$ cat src/rtl/fta_pkg.sv
// Shared types and constants for the fan tachometer auto-range unit.
`default_nettype none
package fta_pkg;

   localparam int NUM_FANS = 2;

   localparam int RPM_W   = 21;
   localparam int CNT_W   = 8;
   localparam int EXP_W   = 2;
   localparam int SCALE_W = CNT_W + 3;

   localparam logic [RPM_W-1:0] TACH_CLOCK   = 21'd1350000;
   localparam logic [CNT_W-1:0] CNT_DISABLED = 8'd255;
   localparam logic [CNT_W-1:0] CNT_FLOOR    = 8'd254;
   localparam logic [CNT_W-1:0] CNT_CEIL     = 8'd192;
   localparam logic [EXP_W-1:0] EXP_MAX      = 2'd3;
   localparam logic [RPM_W-1:0] RPM_LOW      = RPM_W'(1350000 / (8 * 254));

   localparam logic OP_SET_LIMIT = 1'b0;
   localparam logic OP_MEASURE   = 1'b1;

   typedef enum logic [1:0] {
      SEL_LIMIT,
      SEL_SPEED,
      SEL_LSPEED
   } fta_sel_type;

   typedef enum logic [3:0] {
      ST_IDLE,
      ST_DECIDE,
      ST_LIM_WAIT,
      ST_SPD_START,
      ST_SPD_WAIT,
      ST_LSP_START,
      ST_LSP_WAIT,
      ST_EMIT
   } fta_state_type;

   typedef struct packed {
      logic        load;
      logic        apply;
      logic        div_go;
      fta_sel_type sel;
      logic        save_speed;
      logic        save_lspeed;
      logic        emit;
   } fta_cmd_type;

   typedef struct packed {
      logic op;
      logic needs_div;
      logic div_done;
   } fta_status_type;

endpackage
`default_nettype wire

$ cat src/rtl/fta_div.sv
// Restoring divider, one quotient bit per cycle.
`default_nettype none
module fta_div
   import fta_pkg::*;
(
   input  wire logic             clock,
   input  wire logic             reset,
   input  wire logic             go,
   input  wire logic [RPM_W-1:0] dividend,
   input  wire logic [RPM_W-1:0] divisor,
   output logic                  done,
   output logic      [RPM_W-1:0] quotient
);

   localparam int STEP_W = $clog2(RPM_W);

   logic [RPM_W-1:0]  num_ff, num_in;
   logic [RPM_W-1:0]  den_ff;
   logic [RPM_W-1:0]  rem_ff, rem_in;
   logic [STEP_W-1:0] step_ff;
   logic              run_ff;
   logic              done_ff;

   logic [RPM_W:0]   trial;
   logic [RPM_W+1:0] diff;
   logic             fits;

   always_comb begin
      trial  = {rem_ff, num_ff[RPM_W-1]};
      diff   = {1'b0, trial} - {2'b00, den_ff};
      fits   = !diff[RPM_W+1];
      rem_in = fits ? diff[RPM_W-1:0] : trial[RPM_W-1:0];
      num_in = {num_ff[RPM_W-2:0], fits};
   end

   always_ff @(posedge clock) begin
      if (reset) begin
         run_ff  <= 1'b0;
         done_ff <= 1'b0;
      end else begin
         // strobe done on the last quotient bit
         done_ff <= !go && run_ff && (step_ff == '0);
         if (go) begin
            run_ff  <= 1'b1;
            step_ff <= STEP_W'(RPM_W - 1);
            num_ff  <= dividend;
            den_ff  <= divisor;
            rem_ff  <= '0;
         end else if (run_ff) begin
            num_ff  <= num_in;
            rem_ff  <= rem_in;
            step_ff <= step_ff - 1'b1;
            if (step_ff == '0) begin
               run_ff <= 1'b0;
            end
         end
      end
   end

   assign done     = done_ff;
   assign quotient = num_ff;

endmodule
`default_nettype wire

$ cat src/rtl/fta_dp.sv
// Datapath: per-fan state, limit and overflow rules, divider and result registers.
`default_nettype none
module fta_dp
   import fta_pkg::*;
(
   input  wire logic             clock,
   input  wire logic             reset,
   input  wire fta_cmd_type      cmd,
   output fta_status_type        status,
   input  wire logic             req_op,
   input  wire logic             req_fan_index,
   input  wire logic [RPM_W-1:0] req_limit_rpm,
   input  wire logic [CNT_W-1:0] req_tach_count,
   output logic                  rsp_valid,
   output logic      [RPM_W-1:0] rsp_speed_rpm,
   output logic                  rsp_speed_error,
   output logic      [RPM_W-1:0] rsp_limit_speed_rpm,
   output logic      [CNT_W-1:0] rsp_limit_count,
   output logic      [EXP_W-1:0] rsp_divider_exp,
   output logic                  rsp_divider_changed
);

   logic [EXP_W-1:0] div_exp_ff   [NUM_FANS];
   logic [CNT_W-1:0] limit_cnt_ff [NUM_FANS];
   logic [CNT_W-1:0] last_cnt_ff  [NUM_FANS];
   logic             primed_ff    [NUM_FANS];

   logic             op_ff;
   logic             fan_ff;
   logic [RPM_W-1:0] rpm_ff;
   logic [CNT_W-1:0] tach_ff;
   logic [EXP_W-1:0] old_exp_ff;

   logic             valid_ff;
   logic [RPM_W-1:0] speed_ff;
   logic             error_ff;
   logic [RPM_W-1:0] lspeed_ff;
   logic [CNT_W-1:0] lcount_ff;
   logic [EXP_W-1:0] dexp_ff;
   logic             changed_ff;

   logic [EXP_W-1:0] cur_exp;
   logic [CNT_W-1:0] cur_lim;
   logic [CNT_W-1:0] cur_last;
   logic [EXP_W-1:0] exp_in;
   logic [CNT_W-1:0] lim_in;
   logic [CNT_W-1:0] last_in;

   logic             div_done;
   logic [RPM_W-1:0] quotient;
   logic [RPM_W-1:0] div_num;
   logic [RPM_W-1:0] div_den;
   logic [SCALE_W-1:0] scaled;
   logic [CNT_W-1:0]   scale_src;

   logic [SCALE_W-1:0] halve_cnt;
   logic [EXP_W-1:0]   halve_exp;

   assign cur_exp  = div_exp_ff[fan_ff];
   assign cur_lim  = limit_cnt_ff[fan_ff];
   assign cur_last = last_cnt_ff[fan_ff];

   // limit count from the quotient: halve while above the ceiling, at most three times; a zero count becomes one
   always_comb begin
      halve_cnt = quotient[SCALE_W-1:0];
      halve_exp = '0;
      for (int i = 0; i < 3; i++) begin
         if (halve_cnt > SCALE_W'(CNT_CEIL)) begin
            halve_cnt = halve_cnt >> 1;
            halve_exp = halve_exp + 1'b1;
         end
      end
      if (halve_cnt == '0) begin
         halve_cnt = SCALE_W'(1);
      end
   end

   always_comb begin
      exp_in  = cur_exp;
      lim_in  = cur_lim;
      last_in = cur_last;
      if (op_ff == OP_SET_LIMIT) begin
         if (rpm_ff == '0) begin
            lim_in = CNT_DISABLED;
         end else if (rpm_ff < RPM_LOW) begin
            exp_in = EXP_MAX;
            lim_in = CNT_FLOOR;
         end else begin
            exp_in = halve_exp;
            lim_in = halve_cnt[CNT_W-1:0];
         end
      end else begin
         last_in = tach_ff;
         // overflow on a primed fan: widen the divider, follow with the limit
         if (primed_ff[fan_ff] && tach_ff == CNT_DISABLED && cur_exp < EXP_MAX) begin
            exp_in = cur_exp + 1'b1;
            if (cur_lim < CNT_DISABLED && cur_lim >= CNT_W'(2)) begin
               lim_in = cur_lim >> 1;
            end
         end
      end
   end

   always_comb begin
      scale_src = (cmd.sel == SEL_LSPEED) ? cur_lim : cur_last;
      scaled    = SCALE_W'(scale_src) << cur_exp;
      case (cmd.sel)
         SEL_LIMIT: begin
            div_num = TACH_CLOCK;
            div_den = rpm_ff;
         end
         SEL_SPEED, SEL_LSPEED: begin
            div_num = TACH_CLOCK + RPM_W'(scaled >> 1);
            div_den = RPM_W'(scaled);
         end
         default: begin
            div_num = TACH_CLOCK;
            div_den = rpm_ff;
         end
      endcase
   end

   fta_div u_div (
      .clock    (clock),
      .reset    (reset),
      .go       (cmd.div_go),
      .dividend (div_num),
      .divisor  (div_den),
      .done     (div_done),
      .quotient (quotient)
   );

   always_ff @(posedge clock) begin
      if (reset) begin
         for (int f = 0; f < NUM_FANS; f++) begin
            div_exp_ff[f]   <= '0;
            limit_cnt_ff[f] <= CNT_DISABLED;
            last_cnt_ff[f]  <= CNT_DISABLED;
            primed_ff[f]    <= 1'b0;
         end
      end else if (cmd.apply) begin
         div_exp_ff[fan_ff]   <= exp_in;
         limit_cnt_ff[fan_ff] <= lim_in;
         last_cnt_ff[fan_ff]  <= last_in;
         if (op_ff == OP_MEASURE) begin
            primed_ff[fan_ff] <= 1'b1;
         end
      end
   end

   always_ff @(posedge clock) begin
      if (cmd.load) begin
         op_ff      <= req_op;
         fan_ff     <= req_fan_index;
         rpm_ff     <= req_limit_rpm;
         tach_ff    <= req_tach_count;
         old_exp_ff <= div_exp_ff[req_fan_index];
      end
      if (cmd.save_speed) begin
         error_ff <= (cur_last == '0);
         speed_ff <= (cur_last == '0 || cur_last == CNT_DISABLED) ? '0 : quotient;
      end
      if (cmd.save_lspeed) begin
         lspeed_ff <= (cur_lim == '0 || cur_lim == CNT_DISABLED) ? '0 : quotient;
      end
      if (cmd.emit) begin
         lcount_ff  <= cur_lim;
         dexp_ff    <= cur_exp;
         changed_ff <= (cur_exp != old_exp_ff);
      end
   end

   always_ff @(posedge clock) begin
      if (reset) begin
         valid_ff <= 1'b0;
      end else begin
         valid_ff <= cmd.emit;
      end
   end

   assign status.op        = op_ff;
   assign status.needs_div = (rpm_ff >= RPM_LOW);
   assign status.div_done  = div_done;

   assign rsp_valid           = valid_ff;
   assign rsp_speed_rpm       = speed_ff;
   assign rsp_speed_error     = error_ff;
   assign rsp_limit_speed_rpm = lspeed_ff;
   assign rsp_limit_count     = lcount_ff;
   assign rsp_divider_exp     = dexp_ff;
   assign rsp_divider_changed = changed_ff;

endmodule
`default_nettype wire

$ cat src/rtl/fta_ctrl.sv
// Controller: sequences the limit division, state update and the two speed divisions.
`default_nettype none
module fta_ctrl
   import fta_pkg::*;
(
   input  wire logic           clock,
   input  wire logic           reset,
   input  wire logic           start,
   output logic                busy,
   input  wire fta_status_type status,
   output fta_cmd_type         cmd
);

   fta_state_type state_ff, state_in;

   always_ff @(posedge clock) begin
      if (reset) begin
         state_ff <= ST_IDLE;
      end else begin
         state_ff <= state_in;
      end
   end

   always_comb begin
      state_in = state_ff;
      cmd      = '0;
      cmd.sel  = SEL_LIMIT;
      busy     = 1'b1;
      case (state_ff)
         ST_IDLE: begin
            busy = 1'b0;
            if (start) begin
               cmd.load = 1'b1;
               state_in = ST_DECIDE;
            end
         end
         ST_DECIDE: begin
            if (status.op == OP_SET_LIMIT && status.needs_div) begin
               cmd.div_go = 1'b1;
               cmd.sel    = SEL_LIMIT;
               state_in   = ST_LIM_WAIT;
            end else begin
               cmd.apply = 1'b1;
               state_in  = ST_SPD_START;
            end
         end
         ST_LIM_WAIT: begin
            if (status.div_done) begin
               cmd.apply = 1'b1;
               state_in  = ST_SPD_START;
            end
         end
         ST_SPD_START: begin
            cmd.div_go = 1'b1;
            cmd.sel    = SEL_SPEED;
            state_in   = ST_SPD_WAIT;
         end
         ST_SPD_WAIT: begin
            cmd.sel = SEL_SPEED;
            if (status.div_done) begin
               cmd.save_speed = 1'b1;
               state_in       = ST_LSP_START;
            end
         end
         ST_LSP_START: begin
            cmd.div_go = 1'b1;
            cmd.sel    = SEL_LSPEED;
            state_in   = ST_LSP_WAIT;
         end
         ST_LSP_WAIT: begin
            cmd.sel = SEL_LSPEED;
            if (status.div_done) begin
               cmd.save_lspeed = 1'b1;
               state_in        = ST_EMIT;
            end
         end
         ST_EMIT: begin
            cmd.emit = 1'b1;
            state_in = ST_IDLE;
         end
         default: begin
            state_in = ST_IDLE;
         end
      endcase
   end

endmodule
`default_nettype wire

$ cat src/rtl/fan_tach_autorange_unit.sv
// Top level of the fan tachometer auto-range unit.
// Every request runs two speed divisions on the shared divider; a set-limit request with an
// rpm of 664 or more first runs a limit division on it as well.
// Throughput: one request at a time; the next is accepted in the cycle the result strobes.
// Results strobe on rsp_valid for one cycle and cannot be stalled.
// Reset: synchronous; every fan returns to divider 0, limit and last count 255, unprimed.
`default_nettype none
module fan_tach_autorange_unit
   import fta_pkg::*;
(
   input  wire logic             clock,
   input  wire logic             reset,
   input  wire logic             start,
   output logic                  busy,
   input  wire logic             req_op,
   input  wire logic             req_fan_index,
   input  wire logic [RPM_W-1:0] req_limit_rpm,
   input  wire logic [CNT_W-1:0] req_tach_count,
   output logic                  rsp_valid,
   output logic      [RPM_W-1:0] rsp_speed_rpm,
   output logic                  rsp_speed_error,
   output logic      [RPM_W-1:0] rsp_limit_speed_rpm,
   output logic      [CNT_W-1:0] rsp_limit_count,
   output logic      [EXP_W-1:0] rsp_divider_exp,
   output logic                  rsp_divider_changed
);

   fta_cmd_type    cmd;
   fta_status_type status;

   fta_ctrl u_ctrl (
      .clock  (clock),
      .reset  (reset),
      .start  (start),
      .busy   (busy),
      .status (status),
      .cmd    (cmd)
   );

   fta_dp u_dp (
      .clock               (clock),
      .reset               (reset),
      .cmd                 (cmd),
      .status              (status),
      .req_op              (req_op),
      .req_fan_index       (req_fan_index),
      .req_limit_rpm       (req_limit_rpm),
      .req_tach_count      (req_tach_count),
      .rsp_valid           (rsp_valid),
      .rsp_speed_rpm       (rsp_speed_rpm),
      .rsp_speed_error     (rsp_speed_error),
      .rsp_limit_speed_rpm (rsp_limit_speed_rpm),
      .rsp_limit_count     (rsp_limit_count),
      .rsp_divider_exp     (rsp_divider_exp),
      .rsp_divider_changed (rsp_divider_changed)
   );

   a_strobe_single: assert property (@(posedge clock) disable iff (reset)
      rsp_valid |=> !rsp_valid)
      else $error("result strobe held for more than one cycle");

   a_strobe_idle: assert property (@(posedge clock) disable iff (reset)
      rsp_valid |-> !busy)
      else $error("result strobed while a request is still in work");

   a_accept_busy: assert property (@(posedge clock) disable iff (reset)
      (start && !busy) |=> busy)
      else $error("accepted request did not raise busy");

   a_error_speed: assert property (@(posedge clock) disable iff (reset)
      (rsp_valid && rsp_speed_error) |-> (rsp_speed_rpm == '0))
      else $error("speed reported alongside a zero count");

endmodule
`default_nettype wire

$ cat config.mk
export PLATFORM = sky130hd
export DESIGN_NAME = fan_tach_autorange_unit
export DESIGN_NICKNAME = d
export VERILOG_FILES = /design/src/rtl/fta_pkg.sv /design/src/rtl/fta_div.sv /design/src/rtl/fta_dp.sv /design/src/rtl/fta_ctrl.sv /design/src/rtl/fan_tach_autorange_unit.sv
export SDC_FILE = /design/constraint.sdc
export NUM_CORES = 1
export LEC_CHECK = 0
export BUFFER_PORTS_ARGS = -buffer_cell sky130_fd_sc_hd__buf_2
export CAP_MARGIN = 20
export CORE_UTILIZATION = 50
export DETAILED_ROUTE_END_ITERATION = 12
export GPL_ROUTABILITY_DRIVEN = 1
export GPL_TIMING_DRIVEN = 1
export PLACE_DENSITY_LB_ADDON = 0.1
export SYNTH_ARGS = -nofsm -noshare
export SYNTH_HDL_FRONTEND = slang
export SYNTH_SLANG_ARGS = --single-unit
$ cat constraint.sdc
create_clock -name clock -period 5 [get_ports clock]
set_input_delay 1 -clock clock [delete_from_list [all_inputs] [get_ports clock]]
set_output_delay 1 -clock clock [all_outputs]
set_load 0.005 [all_outputs]
# Word level (Yosys, flattened, before mapping)
# Memory sizes are Yosys's and may differ from the RTL's. A register that Yosys moved wholly into a read port is not among the register bits.
# Cells that the tools add are included.
[totals] in_bits=34 word_cells=156 ff_bits=160 mem_bits_rw=38 mem_count=4 out_inout_bits=56
[mem_list] name="u_dp.last_cnt_ff" depth=2 width=8 rd=1 rd_ports_with_merged_regs=1 write_ports=2 line_no="fta_dp.sv:25" rtl="logic [CNT_W-1:0] last_cnt_ff [NUM_FANS];"
[mem_list] name="u_dp.limit_cnt_ff" depth=2 width=8 rd=1 rd_ports_with_merged_regs=1 write_ports=2 line_no="fta_dp.sv:24" rtl="logic [CNT_W-1:0] limit_cnt_ff [NUM_FANS];"
[mem_list] name="u_dp.div_exp_ff" depth=2 width=2 rd=2 rd_ports_with_merged_regs=2 write_ports=2 line_no="fta_dp.sv:23" rtl="logic [EXP_W-1:0] div_exp_ff [NUM_FANS];"
[mem_list] name="u_dp.primed_ff" depth=2 width=1 rd=1 rd_ports_with_merged_regs=1 write_ports=2 line_no="fta_dp.sv:26" rtl="logic primed_ff [NUM_FANS];"
[classes] n_eq_ne=17 muxes=71 magnitude_cmp=8 add_sub_neg=6 reduce_logical=28 shifts=1 bitwise_logic=2
[ops] operator="two-way mux 21 bit" n=5
[ops] operator="two-way mux 8 bit" n=10
[ops] operator="two-way mux 11 bit" n=4
[ops] operator="two-way mux 1 bit" n=35
[ops] operator="greater-than comparator 11 x 8 -> 1 bit (second input constant)" n=3
[ops] operator="case mux 4 bit (7 select lines)" n=1
[ops] operator="== test 8 bit (second input constant)" n=3
[ops] operator="subtractor 22 x 21 -> 23 bit" n=1
[ops] operator="adder 21 x 10 -> 21 bit (first input constant)" n=1
[ops] operator=">= comparator 21 x 10 -> 1 bit (second input constant)" n=1
[ops] operator="zero test 21 bit" n=1
[ops] operator="less-than comparator 21 x 10 -> 1 bit (second input constant)" n=1
[ops] operator="== test 4 x 3 -> 1 bit (second input constant)" n=4
[ops] operator="zero test 8 bit" n=2
[ops] operator="two-way mux 4 bit" n=4
[ops] operator="OR reduction 8 bit" n=2
[ops] operator="two-way mux 2 bit" n=7
[ops] operator="zero test 11 bit" n=1
[ops] operator="<< shifter 8 x 2 -> 11 bit" n=1
[ops] operator="OR reduction 2 bit" n=5
[ops] operator="== test 4 x 2 -> 1 bit (second input constant)" n=2
[ops] operator=">= comparator 8 x 2 -> 1 bit (second input constant)" n=1
[ops] operator="less-than comparator 8 bit (second input constant)" n=1
[ops] operator="adder 2 x 1 -> 2 bit (second input constant)" n=3
[ops] operator="other kinds (22)" n=34

# Depth between registers and ports, before layout
# Gate-level depths: netlist of the first run.
[depth] depth_word=12 depth_mapped=15 ltp_nobuf=14

# By module
# From an unflattened synthesis of the first run, not the netlist that was laid out.
[unflattened] cells_unflattened=932 hier_area_um2=10765.3
[modules_own_cells] module="fta_dp" cells_each=540 area_each_um2=6467.5 seq_area_each_um2=3773.6 n_inst=1
[modules_own_cells] module="fta_div" cells_each=359 area_each_um2=4053.9 seq_area_each_um2=2082.0 n_inst=1
[modules_own_cells] module="fta_ctrl" cells_each=33 area_each_um2=244.0 seq_area_each_um2=60.1 n_inst=1

# Worst setup path after synthesis of the first run
# Ideal clock, no wire load.
[synth_path] path_type="reg2reg" from="register u_dp.rpm_ff[4]" to="register u_dp.u_div.num_ff[0] (netlist: u_dp.u_div.quotient[0]), enable pin" setup_time_ns=0.451 path_stages_with_launch=10 synth_period_minus_slack_ns=3.991 arrival_time_ns=3.540 path_slack_ns=1.009 required_ns=4.549 n_path_buf=2 cell_sequence="edfxtp_1 a211o_1 a21o_1 a21oi_1 o21ai_0 and3_1 clkbuf_1 clkbuf_1 nor2_1 nor2_1"
[synth_between] elab_chain_cells=6
[synth_lines] element="from (decl)" line_no="fta_dp.sv:30" rtl="logic [RPM_W-1:0] rpm_ff;"
[synth_lines] element="from (signal assigned)" line_no="fta_dp.sv:155" rtl="rpm_ff <= req_limit_rpm;"
[synth_lines] element=">= comparator 21 x 10 -> 1 bit" line_no="fta_dp.sv:182" rtl="assign status.needs_div = (rpm_ff >= RPM_LOW);"
[synth_lines] element="logical AND 1 bit" line_no="fta_ctrl.sv:38" rtl="if (status.op == OP_SET_LIMIT && status.needs_div) begin"
[synth_lines] element="two-way mux 3 bit" line_no="fta_ctrl.sv:38"
[synth_lines] element="case mux 1 bit (2 select lines)" line_no="fta_ctrl.sv:29" rtl="case (state_ff)"
[synth_lines] element="nonzero test 2 bit (no source line)"
[synth_lines] element="AND reduction 2 bit (no source line)"
[synth_lines] element="to (signal assigned)" line_no="fta_div.sv:46" rtl="num_ff <= dividend;"
[synth_lines] element="to (signal assigned)" line_no="fta_div.sv:50" rtl="num_ff <= num_in;"
[synth_lines] element="to (decl)" line_no="fta_div.sv:17" rtl="logic [RPM_W-1:0] num_ff, num_in;"
# No other way between the ends.
# A chain may end at the register's enable or synchronous reset.

# Final worst setup path of the first run
[layout_path] from="register u_dp.u_div.num_ff[20] (netlist: u_dp.u_div.quotient[20])" to="register u_dp.u_div.rem_ff[5], data pin"
[layout_between] elab_chain_cells=3
[layout_lines] element="subtractor 22 x 21 -> 23 bit" line_no="fta_div.sv:30" rtl="diff = {1'b0, trial} - {2'b00, den_ff};"
[layout_lines] element="two-way mux 21 bit" line_no="fta_div.sv:32" rtl="rem_in = fits ? diff[RPM_W-1:0] : trial[RPM_W-1:0];"
[layout_lines] element="two-way mux 21 bit" line_no="fta_div.sv:49" rtl="end else if (run_ff) begin"
[layout_lines] element="to (signal assigned)" line_no="fta_div.sv:51" rtl="rem_ff <= rem_in;"
[layout_lines] element="to (decl)" line_no="fta_div.sv:19" rtl="logic [RPM_W-1:0] rem_ff, rem_in;"
# No other way between the ends. The select of a mux whose other input is x is not followed.

==> results of run 1 <==
[metal layers]
metal  up-vias  track usage, %  share of wire [%]
li1       3416               -                  -
met1      3258            30.5                 48
met2       190            32.7                 47
met3        21            3.00                3.9
met4         0            5.10                1.2
met5         -               0                  0
[power groups by stage]
stage	clock (µW)	sequential [µW]	combinational, µW
after floorplan	0	2230	1120
after global placement	0	2320	1360
after detailed placement	0	2320	1380
after CTS	1420	2290	1380
after global routing	1480	2310	1550
final	1390	2290	1380
[worst max-delay path by stage]
stage / from / end / slack, ns
2_1_floorplan: u_dp.rpm_ff[4] / u_dp.u_div.quotient[0] / 1.01
3_3_place_gp: u_dp.rpm_ff[14] / u_dp.limit_cnt_ff[0][2] / 1.57
3_5_place_dp: u_dp.u_div.quotient[10] / u_dp.limit_cnt_ff[0][3] / 1.56
4_1_cts: u_dp.rpm_ff[14] / u_dp.div_exp_ff[0][1] / 1.53
5_1_grt: u_dp.rpm_ff[14] / u_dp.last_cnt_ff[0][0] / 1.19
6_report: u_dp.u_div.quotient[20] / u_dp.u_div.rem_ff[5] / 1.51
[registers in the layout (all words and copies together) (netlist names), 2 cells and up, named ones only]
register / cells
u_ctrl.state_ff: 3
u_dp.div_exp_ff: 4
u_dp.last_cnt_ff: 16
u_dp.limit_cnt_ff: 16
u_dp.old_exp_ff: 2
u_dp.primed_ff: 2
u_dp.rpm_ff: 21
u_dp.rsp_divider_exp: 2
u_dp.rsp_limit_count: 8
u_dp.rsp_limit_speed_rpm: 21
u_dp.rsp_speed_rpm: 21
u_dp.tach_ff: 8
u_dp.u_div.den_ff: 21
u_dp.u_div.quotient: 21
u_dp.u_div.rem_ff: 21
u_dp.u_div.step_ff: 5
[placed cells by master, fill, tap and decap left out, types with 29 or more instances in the layout]
| cell | count |
|---|---|
| sky130_fd_sc_hd__and2_1 | 59 |
| sky130_fd_sc_hd__o21ai_0 | 36 |
| sky130_fd_sc_hd__nand2_1 | 85 |
| sky130_fd_sc_hd__ha_1 | 29 |
| sky130_fd_sc_hd__buf_2 | 89 |
| sky130_fd_sc_hd__nor2_1 | 77 |
| sky130_fd_sc_hd__edfxtp_1 | 191 |
| sky130_fd_sc_hd__a21oi_1 | 40 |
| sky130_fd_sc_hd__inv_1 | 54 |
| sky130_fd_sc_hd__mux2i_1 | 47 |
[cells by family after synthesis]
logic type	Yosys count	share of synthesized area [%]
AND/OR/NAND/NOR	322	15.4
flip-flops	200	56.9
AO/OA/AOI/OAI	147	9.49
buffers and inverters	102	4.00
multiplexers	74	8.21
adder cells (fa/ha/maj)	30	3.68
XOR/XNOR	27	2.28
[metrics by stage]
step | utilization, % | worst slack, ns
after floorplan | - | 1.01
after global placement | 54.7 | 1.57
after detailed placement | 54.7 | 1.56
after CTS | 57.6 | 1.53
after global routing | 57.8 | 1.19
final | 57.8 | 1.51
[layout make-up]
type                    instances  area [µm²]
clock buffers                  19         433
multi-input cells             600        4090
clock inverters                13         156
fillers                      1758        8570
inverters                      57         214
well taps                     270         338
flip-flops and latches        200        5920
repair buffers                104         581
[worst max-delay path: cells and delay by family, from the launching register on]
family / cells / cell delay [ns]
AO/OA/AOI/OAI: 6 / 1.41
adder cells (fa/ha/maj): 2 / 0.61
buffers and inverters: 2 / 0.41
flip-flops: 1 / 0.38
multiplexers: 1 / 0.24
AND/OR/NAND/NOR: 2 / 0.18
==> impl_results.md, run 1 <==
- Max Fclk: 286 MHz
- Min Clock Period, post-route: 3.49 ns
- Required time reported for the critical path endpoint: 5.18 ns
- CTS tree: yes
- Number of buffers created by CTS: 17
- Number of global-route vias before repair: 6,424
- Antenna Cells: 0
- Antenna violations before repair: 0
- Minimum setup slack among reg-to-reg paths: 1.51 ns
- Worst reg2reg path endpoint: u_dp.u_div.rem_ff[5]
- Layout net count: 1,044
- Count of hold-fix buffers inserted at cts: 0
- Width of the die: 146 µm
- Hold-critical path endpoint: u_dp.u_div.run_ff
- Number of I/O port buffers: 89
- Total Routed Length: 21.5 mm
- 1st-pass router iterations: 5
- DIE AREA: 21,400 µm²
- Number of enable flip-flop cells after synthesis: 191
- Top-level port count: 90
- Synth async-reset ratio: 0%
- Clock Tree Buf Depth: 2
- Post-cts sizing count: 0
- Post-synth top cells: 191 x sky130_fd_sc_hd__edfxtp_1, 85 x sky130_fd_sc_hd__nand2_1, 81 x sky130_fd_sc_hd__nor2_1
- Placeable Area: 20,300 µm²
- Warning count from the yosys run: 0
- Number of setup buffers added after CTS: 0
- Unrepaired setup endpoints after global routing: no
- Top fanout value on the critical path: 24
- Max cap viols: 0
- Category of the most critical setup path: register to register
- Clock network fraction of design power: 27.6%
- Number of instances in the synthesized netlist: 902
- Relative slew slack: 31.4%
- FF+latch count, synth: 200
- Worst hold path depth: 2
- Average footprint of a synthesized cell: 11.5 µm²
- Number of instances in the placed design: 1,229
- Part of the total power dissipated in combinational logic: 27.2%
- Floorplan row count: 52
- Syn Std Cell Area: 10,400 µm²
- Final Hold Viols: 0
- Cell type of the slowest stage on the worst timing path: sky130_fd_sc_hd__fa_1
- Area share of the largest cell type after synthesis: 55.2%
- DRC marker count from the first detailed-route iteration: 505
- Total routing usage reported by global routing: 20.8%
- Type of origin of the critical path: register
- Global-route wire length before repair: 34.5 mm
- Starting utilization of the core area: 51.2%
- Number of nets with antenna violations after routing: 0
- Worst VDD drop: 0.000253 V
- Least-Margin Pin Slew: 1.02 ns
- Maximum number of pins on one net before global-route repair: 35
- Detail-routed net length per standard cell: 17.1 µm
- Worst skew pair latency: 0.43 ns
- Switching power as a share of total power: 31.7%
- Clock-pin slew on the worst setup and hold paths: 0.08 ns
- Top cells by area in the synthesized netlist: sky130_fd_sc_hd__edfxtp_1 55%, sky130_fd_sc_hd__mux2i_1 4.5%, sky130_fd_sc_hd__and2_1 3.6%
- Top FF cell, synth: sky130_fd_sc_hd__edfxtp_1
- Arrival time of data at the critical path endpoint: 3.67 ns
- Max Transition Viols Final: 0
- Synthesized Nets: 966
- Synth-to-layout area growth: 12.9%
- DRC errors left: 0
- Vertical die dimension: 146 µm
- DP Area: 11,100 µm²
- Hold path start: u_dp.u_div.run_ff
- PD cells: 431 nW/µm²
- Final weighted congestion in routability-driven placement: 0.879
- CTS HTree Levels: 4
- Net switching power: 1610 µW
- Most common cell in the synthesized netlist: sky130_fd_sc_hd__edfxtp_1
- Detailed-route via count: 6,885
- Kind of end point of the critical path: register
- P_leak: 0.00436 µW
- Overall power: 5060 µW
- Library cell occupying the most area in the post-synthesis netlist: sky130_fd_sc_hd__edfxtp_1
- Pint: 3450 µW
- Number of vias per cell after detailed routing: 5.45
- Cell chosen for the clock root: sky130_fd_sc_hd__clkbuf_16
- Part of the total power dissipated in sequential elements: 45.2%
- Hold WC Path Type: register to register
- Number of non-filler instances in the completed layout: 1,263
- Final instance area: 11,700 µm²
- Number of clock sinks seen by CTS: 200
- Leftover overflow at the end of global routing: 0
- Sequence of cells on the critical path: inv_1 -> ha_1 -> fa_1 -> nor2b_1 -> o21ai_0 -> a21oi_1 -> o2111ai_1 -> o211a_1 -> o31ai_1 -> o21a_1 -> buf_4 -> mux2i_1 -> nor2_1
- Clock Skew: 0.0104 ns
- Worst Hold Slack: 0.471 ns
- Depth of the worst register-to-register path: 13
- Launching point of the worst reg2reg path: u_dp.u_div.quotient[20]
- Detailed-placement wirelength estimate: 15.2 mm
- Final total negative setup slack: 0 ns
- Result of the run: finished clean
- Sequential area share after synthesis: 56.9%
- Period utilisation layout: 69.8%
- Number of distinct library cells after synthesis: 68
- Share of layout cells above drive strength 1: 18.4%
- Maximum single-stage delay on the critical path: 0.41 ns
- Total setup violations reported at the end of the flow: 0
Power figures use the tool's default switching activity.
==> inputs of run 2 (changes only) <==
==> constraint.sdc (replaced) <==
create_clock -name clock -period 3.1 [get_ports clock]
set_input_delay 0.62 -clock clock [delete_from_list [all_inputs] [get_ports clock]]
set_output_delay 0.62 -clock clock [all_outputs]
set_load 0.005 [all_outputs]
==> run 2 against run 1 <==
Combinational power rose by 100%. Sequential power rose by 58%. Clock skew rose by 0.0014 ns. Register-to-register slack got worse by 1.4 ns. Via count rose by 5.8%. Die area did not move. Sequential cell count did not move. First-iteration DRC count rose by 0.79%. Clock power rose by 68%. Worst hold slack got worse by 0.12 ns. Clock-buffer cell count fell by 2. Critical path type unchanged. Critical path depth fell by 2. Largest cell class unchanged.
==> impl_results.md, run 2 (synthesized netlist as in run 1, its figures left out) <==
- Result of the run: finished clean
- Max cap viols: 0
- Clock Tree Buf Depth: 2
- Synth-to-layout area growth: 22.1%
- Clock Skew: 0.0119 ns
- Count of buffer and inverter cells on the critical path: 1
- Max Transition Viols Final: 0
- Maximum number of pins on one net before global-route repair: 32
- Most common library cell in the layout ignoring fill and taps: sky130_fd_sc_hd__edfxtp_1
- Number of buffers created by CTS: 17
- 1st-pass router iterations: 5
- Utilization of the core after routing: 62.5%
- Starting utilization of the core area: 51.2%
- Unrepaired setup endpoints after global routing: yes
- Detailed-route via count: 7,281
- Share of layout cells above drive strength 1: 28.5%
- Number of clock sinks seen by CTS: 200
- Vertical die dimension: 146 µm
- Filler Cell Count: 1,628
- Total setup violations reported at the end of the flow: 0
- Relative slew slack: 45.1%
- Leftover overflow at the end of global routing: 0
- Count of hold-fix buffers inserted at cts: 0
- Max Fclk: 329 MHz
- Detailed-placement wirelength estimate: 15.9 mm
- CTS tree: yes
- Min Clock Period, post-route: 3.04 ns
- Worst Hold Slack: 0.348 ns
- Period utilisation layout: 98.0%
- Category of the most critical setup path: register to register
- Number of global-route vias before repair: 6,782
- Placeable Area: 20,300 µm²
- Arrival time of data at the critical path endpoint: 3.23 ns
- Antenna violations before repair: 0
- DIE AREA: 21,400 µm²
- Number of vias per cell after detailed routing: 5.40
- Final total negative setup slack: 0 ns
- Global-route wire length before repair: 35.1 mm
- Least-Margin Pin Slew: 0.821 ns
- Final instance area: 12,700 µm²
- Floorplan row count: 52
- Top-level port count: 90
- DRC marker count from the first detailed-route iteration: 509
- Antenna Cells: 0
- Maximum single-stage delay on the critical path: 0.45 ns
- Required time reported for the critical path endpoint: 3.29 ns
- DP Area: 11,700 µm²
- Worst VDD drop: 0.000453 V
- Total routing usage reported by global routing: 21.3%
- Clock-pin slew on the worst setup and hold paths: 0.08 ns
- CTS HTree Levels: 4
- Total Routed Length: 22.7 mm
- Number of I/O port buffers: 89
- Kind of end point of the critical path: register
- Cell chosen for the clock root: sky130_fd_sc_hd__clkbuf_16
- Number of nets with antenna violations after routing: 0
- Width of the die: 146 µm
- Top fanout value on the critical path: 4
- Delay-heaviest family, CP: compound AO/OA/AOI/OAI gates
- PD cells: 691 nW/µm²
- Sequence of cells on the critical path: ha_4 -> or3_4 -> o221a_4 -> a2111oi_4 -> buf_4 -> o31ai_4 -> a311o_1 -> a211oi_2 -> nor2_1 -> xnor2_1 -> o22ai_1
- Final weighted congestion in routability-driven placement: 0.860
- Minimum setup slack among reg-to-reg paths: 0.06 ns
- Cell type of the slowest stage on the worst timing path: sky130_fd_sc_hd__edfxtp_1
- Overall power: 8760 µW
- Detail-routed net length per standard cell: 16.8 µm
- Final Hold Viols: 0
- Commonest cells after routing, fill and taps aside: 191 x sky130_fd_sc_hd__edfxtp_1, 94 x sky130_fd_sc_hd__buf_4, 89 x sky130_fd_sc_hd__buf_2
- Worst skew pair latency: 0.44 ns
- Hold WC Path Type: primary input to register
- Layout net count: 1,129
- P_leak: 0.00483 µW
- Type of origin of the critical path: register
- DRC errors left: 0
run 2: cell types whose count changed in the layout (fill, tap and decap cells not counted), sizes merged:
| cell | change |
|---|---|
| bufinv | +1 |
| buf | +84 |
| clkinvlp | +2 |
| inv | -1 |
| clkbuf | -1 |
run 2: per-stage QoR:
| step | std cells | setup slack, ns |
|---|---|---|
| global placement | 1296 | -0.0600 |
| finish | 1348 | 0.0606 |
| global route | 1348 | -0.0532 |
| CTS | 1329 | 0.00342 |
| detailed placement | 1296 | -0.164 |
| floorplan | 902 | -0.000418 |
run 2: layout make-up:
| type | instances | area (µm²) | area share, % |
|---|---|---|---|
| clock buffers | 17 | 425 | 3.35 |
| clock inverters | 15 | 190 | 1.50 |
| inverters | 57 | 219 | 1.73 |
| multi-input cells | 600 | 4340 | 34.2 |
| flip-flops and latches | 200 | 5920 | 46.7 |
| well taps | 270 | 338 | 2.66 |
| repair buffers | 189 | 1250 | 9.85 |
run 2: final timing paths:
kind / startpoint / endpoint / depth (start not counted)
worst min-delay path: req_limit_rpm[18] / u_dp.rpm_ff[18] / 1
worst max-delay path: u_dp.u_div.rem_ff[4] / u_dp.u_div.rem_ff[19] / 11
worst min register to register: u_dp.u_div.run_ff / u_dp.u_div.run_ff / 2
worst max register to register: u_dp.u_div.rem_ff[4] / u_dp.u_div.rem_ff[19] / 11
run 2: timing repair:
action | in CTS | in global routing
pin swaps | 4 | 22
setup buffers | 1 | 18
endpoints found under the setup margin | 21 | 70
gates cloned | 0 | 1
resized for setup | 6 | 51
run 2: per-layer routing:
layer	wire [µm]	track usage, %	part of all wire [%]
met4	561	8.70	2.5
met1	10500	29.3	46
met2	10600	34.1	47
met3	1050	3.22	4.6
met5	0	0	0
run 2: power breakdown:
group          switching [µW]  internal, µW
registers                 181          3440
clock network            1040          1290
logic                    1560          1250
==> inputs of run 3 (changes only) <==
--- a/config.mk
+++ b/config.mk
@@ -12,6 +12,7 @@
 export GPL_ROUTABILITY_DRIVEN = 1
 export GPL_TIMING_DRIVEN = 1
 export PLACE_DENSITY_LB_ADDON = 0.1
+export RECOVER_POWER = 100
 export SYNTH_ARGS = -nofsm -noshare
 export SYNTH_HDL_FRONTEND = slang
 export SYNTH_SLANG_ARGS = --single-unit
==> run 3 against run 2 <==
First-iteration DRC count did not move. Sequential cell count stayed put. Fmax is 0.23% lower. Critical path depth stayed put.
==> impl_results.md, run 3 (synthesized netlist as in run 1, its figures left out) <==
- Share of layout cells above drive strength 1: 27.4%
- Max Transition Viols Final: 0
- P_leak: 0.00480 µW
- Cell chosen for the clock root: sky130_fd_sc_hd__clkbuf_16
- Maximum single-stage delay on the critical path: 0.45 ns
- Clock-pin slew on the worst setup and hold paths: 0.08 ns
- Vertical die dimension: 146 µm
- Starting utilization of the core area: 51.2%
- Number of I/O port buffers: 89
- Least-Margin Pin Slew: 1.11 ns
- Max Fclk: 328 MHz
- Required time reported for the critical path endpoint: 3.29 ns
- Width of the die: 146 µm
- Utilization of the core after routing: 62.4%
- Detailed-route via count: 7,269
- Clock Skew: 0.0133 ns
- Total setup violations reported at the end of the flow: 0
- Hold WC Path Type: primary input to register
- Routing usage on met3: 3.22%
- Layout net count: 1,129
- Antenna Cells: 0
- Arrival time of data at the critical path endpoint: 3.23 ns
- 1st-pass router iterations: 5
- Post-placement worst setup slack: -0.164 ns
- Final Hold Viols: 0
- Detail-routed net length per standard cell: 16.9 µm
- Floorplan row count: 52
- Delay-heaviest family, CP: compound AO/OA/AOI/OAI gates
- Kind of end point of the critical path: register
- Number of vias per cell after detailed routing: 5.39
- CTS tree: yes
- Total routing usage reported by global routing: 21.3%
- Max cap viols: 0
- Synth-to-layout area growth: 21.8%
- Number of nets with antenna violations after routing: 0
- Gr busiest metal: met2
- Sequence of cells on the critical path: ha_4 -> or3_4 -> o221a_4 -> a2111oi_4 -> buf_4 -> o31ai_4 -> a311o_1 -> a211oi_2 -> nor2_1 -> xnor2_1 -> o22ai_1
- Worst skew pair latency: 0.44 ns
- Number of instances in the placed design: 1,296
- Leftover overflow at the end of global routing: 0
- Met1 track utilization from global routing: 29.3%
- Area of combinational cells with multiple inputs: 4330 µm²
- Count of hold-fix buffers inserted at cts: 0
- Period utilisation layout: 98.3%
- Critical Path Source: u_dp.u_div.rem_ff[4]
- Number of global-route vias before repair: 6,782
- Antenna violations before repair: 0
- Final total negative setup slack: 0 ns
- Launching point of the worst reg2reg path: u_dp.u_div.rem_ff[4]
- Filler Cell Count: 1,637
- Top-level port count: 90
- Detailed-placement wirelength estimate: 15.9 mm
- CTS HTree Levels: 4
- Total Routed Length: 22.7 mm
- DRC marker count from the first detailed-route iteration: 509
- DP Area: 11,700 µm²
- Unrepaired setup endpoints after global routing: yes
- Relative slew slack: 25.7%
- Cell type of the slowest stage on the worst timing path: sky130_fd_sc_hd__edfxtp_1
- DRC errors left: 0
- Type of origin of the critical path: register
- Placeable Area: 20,300 µm²
- Slack of the critical path: 0.0537 ns
- Category of the most critical setup path: register to register
- Maximum number of pins on one net before global-route repair: 32
- Hold path start: req_limit_rpm[18]
- Most common library cell in the layout ignoring fill and taps: sky130_fd_sc_hd__edfxtp_1
- Top fanout value on the critical path: 4
- Final instance area: 12,700 µm²
- PD cells: 692 nW/µm²
- Worst VDD drop: 0.000452 V
- Min Clock Period, post-route: 3.05 ns
- Count of buffer and inverter cells on the critical path: 1
- Commonest cells after routing, fill and taps aside: 191 x sky130_fd_sc_hd__edfxtp_1, 92 x sky130_fd_sc_hd__buf_4, 85 x sky130_fd_sc_hd__nand2_1
- Number of buffers created by CTS: 17
- Final weighted congestion in routability-driven placement: 0.860
- Result of the run: finished clean
- Clock Tree Buf Depth: 2
- Total area of sequential cells: 5920 µm²
- DIE AREA: 21,400 µm²
- Met2 Track Usage GR: 34.1%
- Global-route wire length before repair: 35.1 mm
- Number of clock sinks seen by CTS: 200
- Number of non-filler instances in the completed layout: 1,348
-- run 3: final timing paths --
check             slack, ns                     to  depth (start not counted)
hold / removal         0.35        u_dp.rpm_ff[18]                          1
hold reg to reg        0.48      u_dp.u_div.run_ff                          2
setup / recovery       0.05  u_dp.u_div.rem_ff[19]                         11
setup reg to reg       0.05  u_dp.u_div.rem_ff[19]                         11
-- run 3: metrics by stage --
| stage | hold WS (ns) | power (µW) |
|---|---|---|
| 2_1_floorplan | 0.445 | 5430 |
| 3_3_place_gp | 0.459 | 6180 |
| 3_5_place_dp | 0.473 | 6220 |
| 4_1_cts | 0.335 | 8570 |
| 5_1_grt | 0.335 | 9200 |
| 6_report | 0.346 | 8760 |
-- run 3: what timing repair did --
| item | in CTS | in global routing |
|---|---|---|
| gates cloned | 0 | 1 |
| setup buffers | 1 | 18 |
| pin swaps | 4 | 22 |
| resized for setup | 6 | 51 |
| endpoints found under the setup margin | 21 | 70 |
-- run 3: final cells by class --
cell class | count | area share, %
clock inverters | 15 | 1.50
multi-input cells | 600 | 34.2
inverters | 57 | 1.73
repair buffers | 189 | 9.76
flip-flops and latches | 200 | 46.8
clock buffers | 17 | 3.36
well taps | 270 | 2.67
-- run 3: per-layer routing --
metal / vias to the layer above / share of wire [%]
met4: 0 / 2.3
met1: 3435 / 47
li1: 3581 / -
met2: 216 / 47
met3: 37 / 4.2
met5: - / 0
-- run 3: power breakdown --
group / switching [µW] / leakage [µW] / internal, µW
combinational: 1560 / 0.00275 / 1240
sequential: 178 / 0.00176 / 3440
clock: 1040 / 0.000295 / 1290
total: 2790 / 0.00480 / 5970
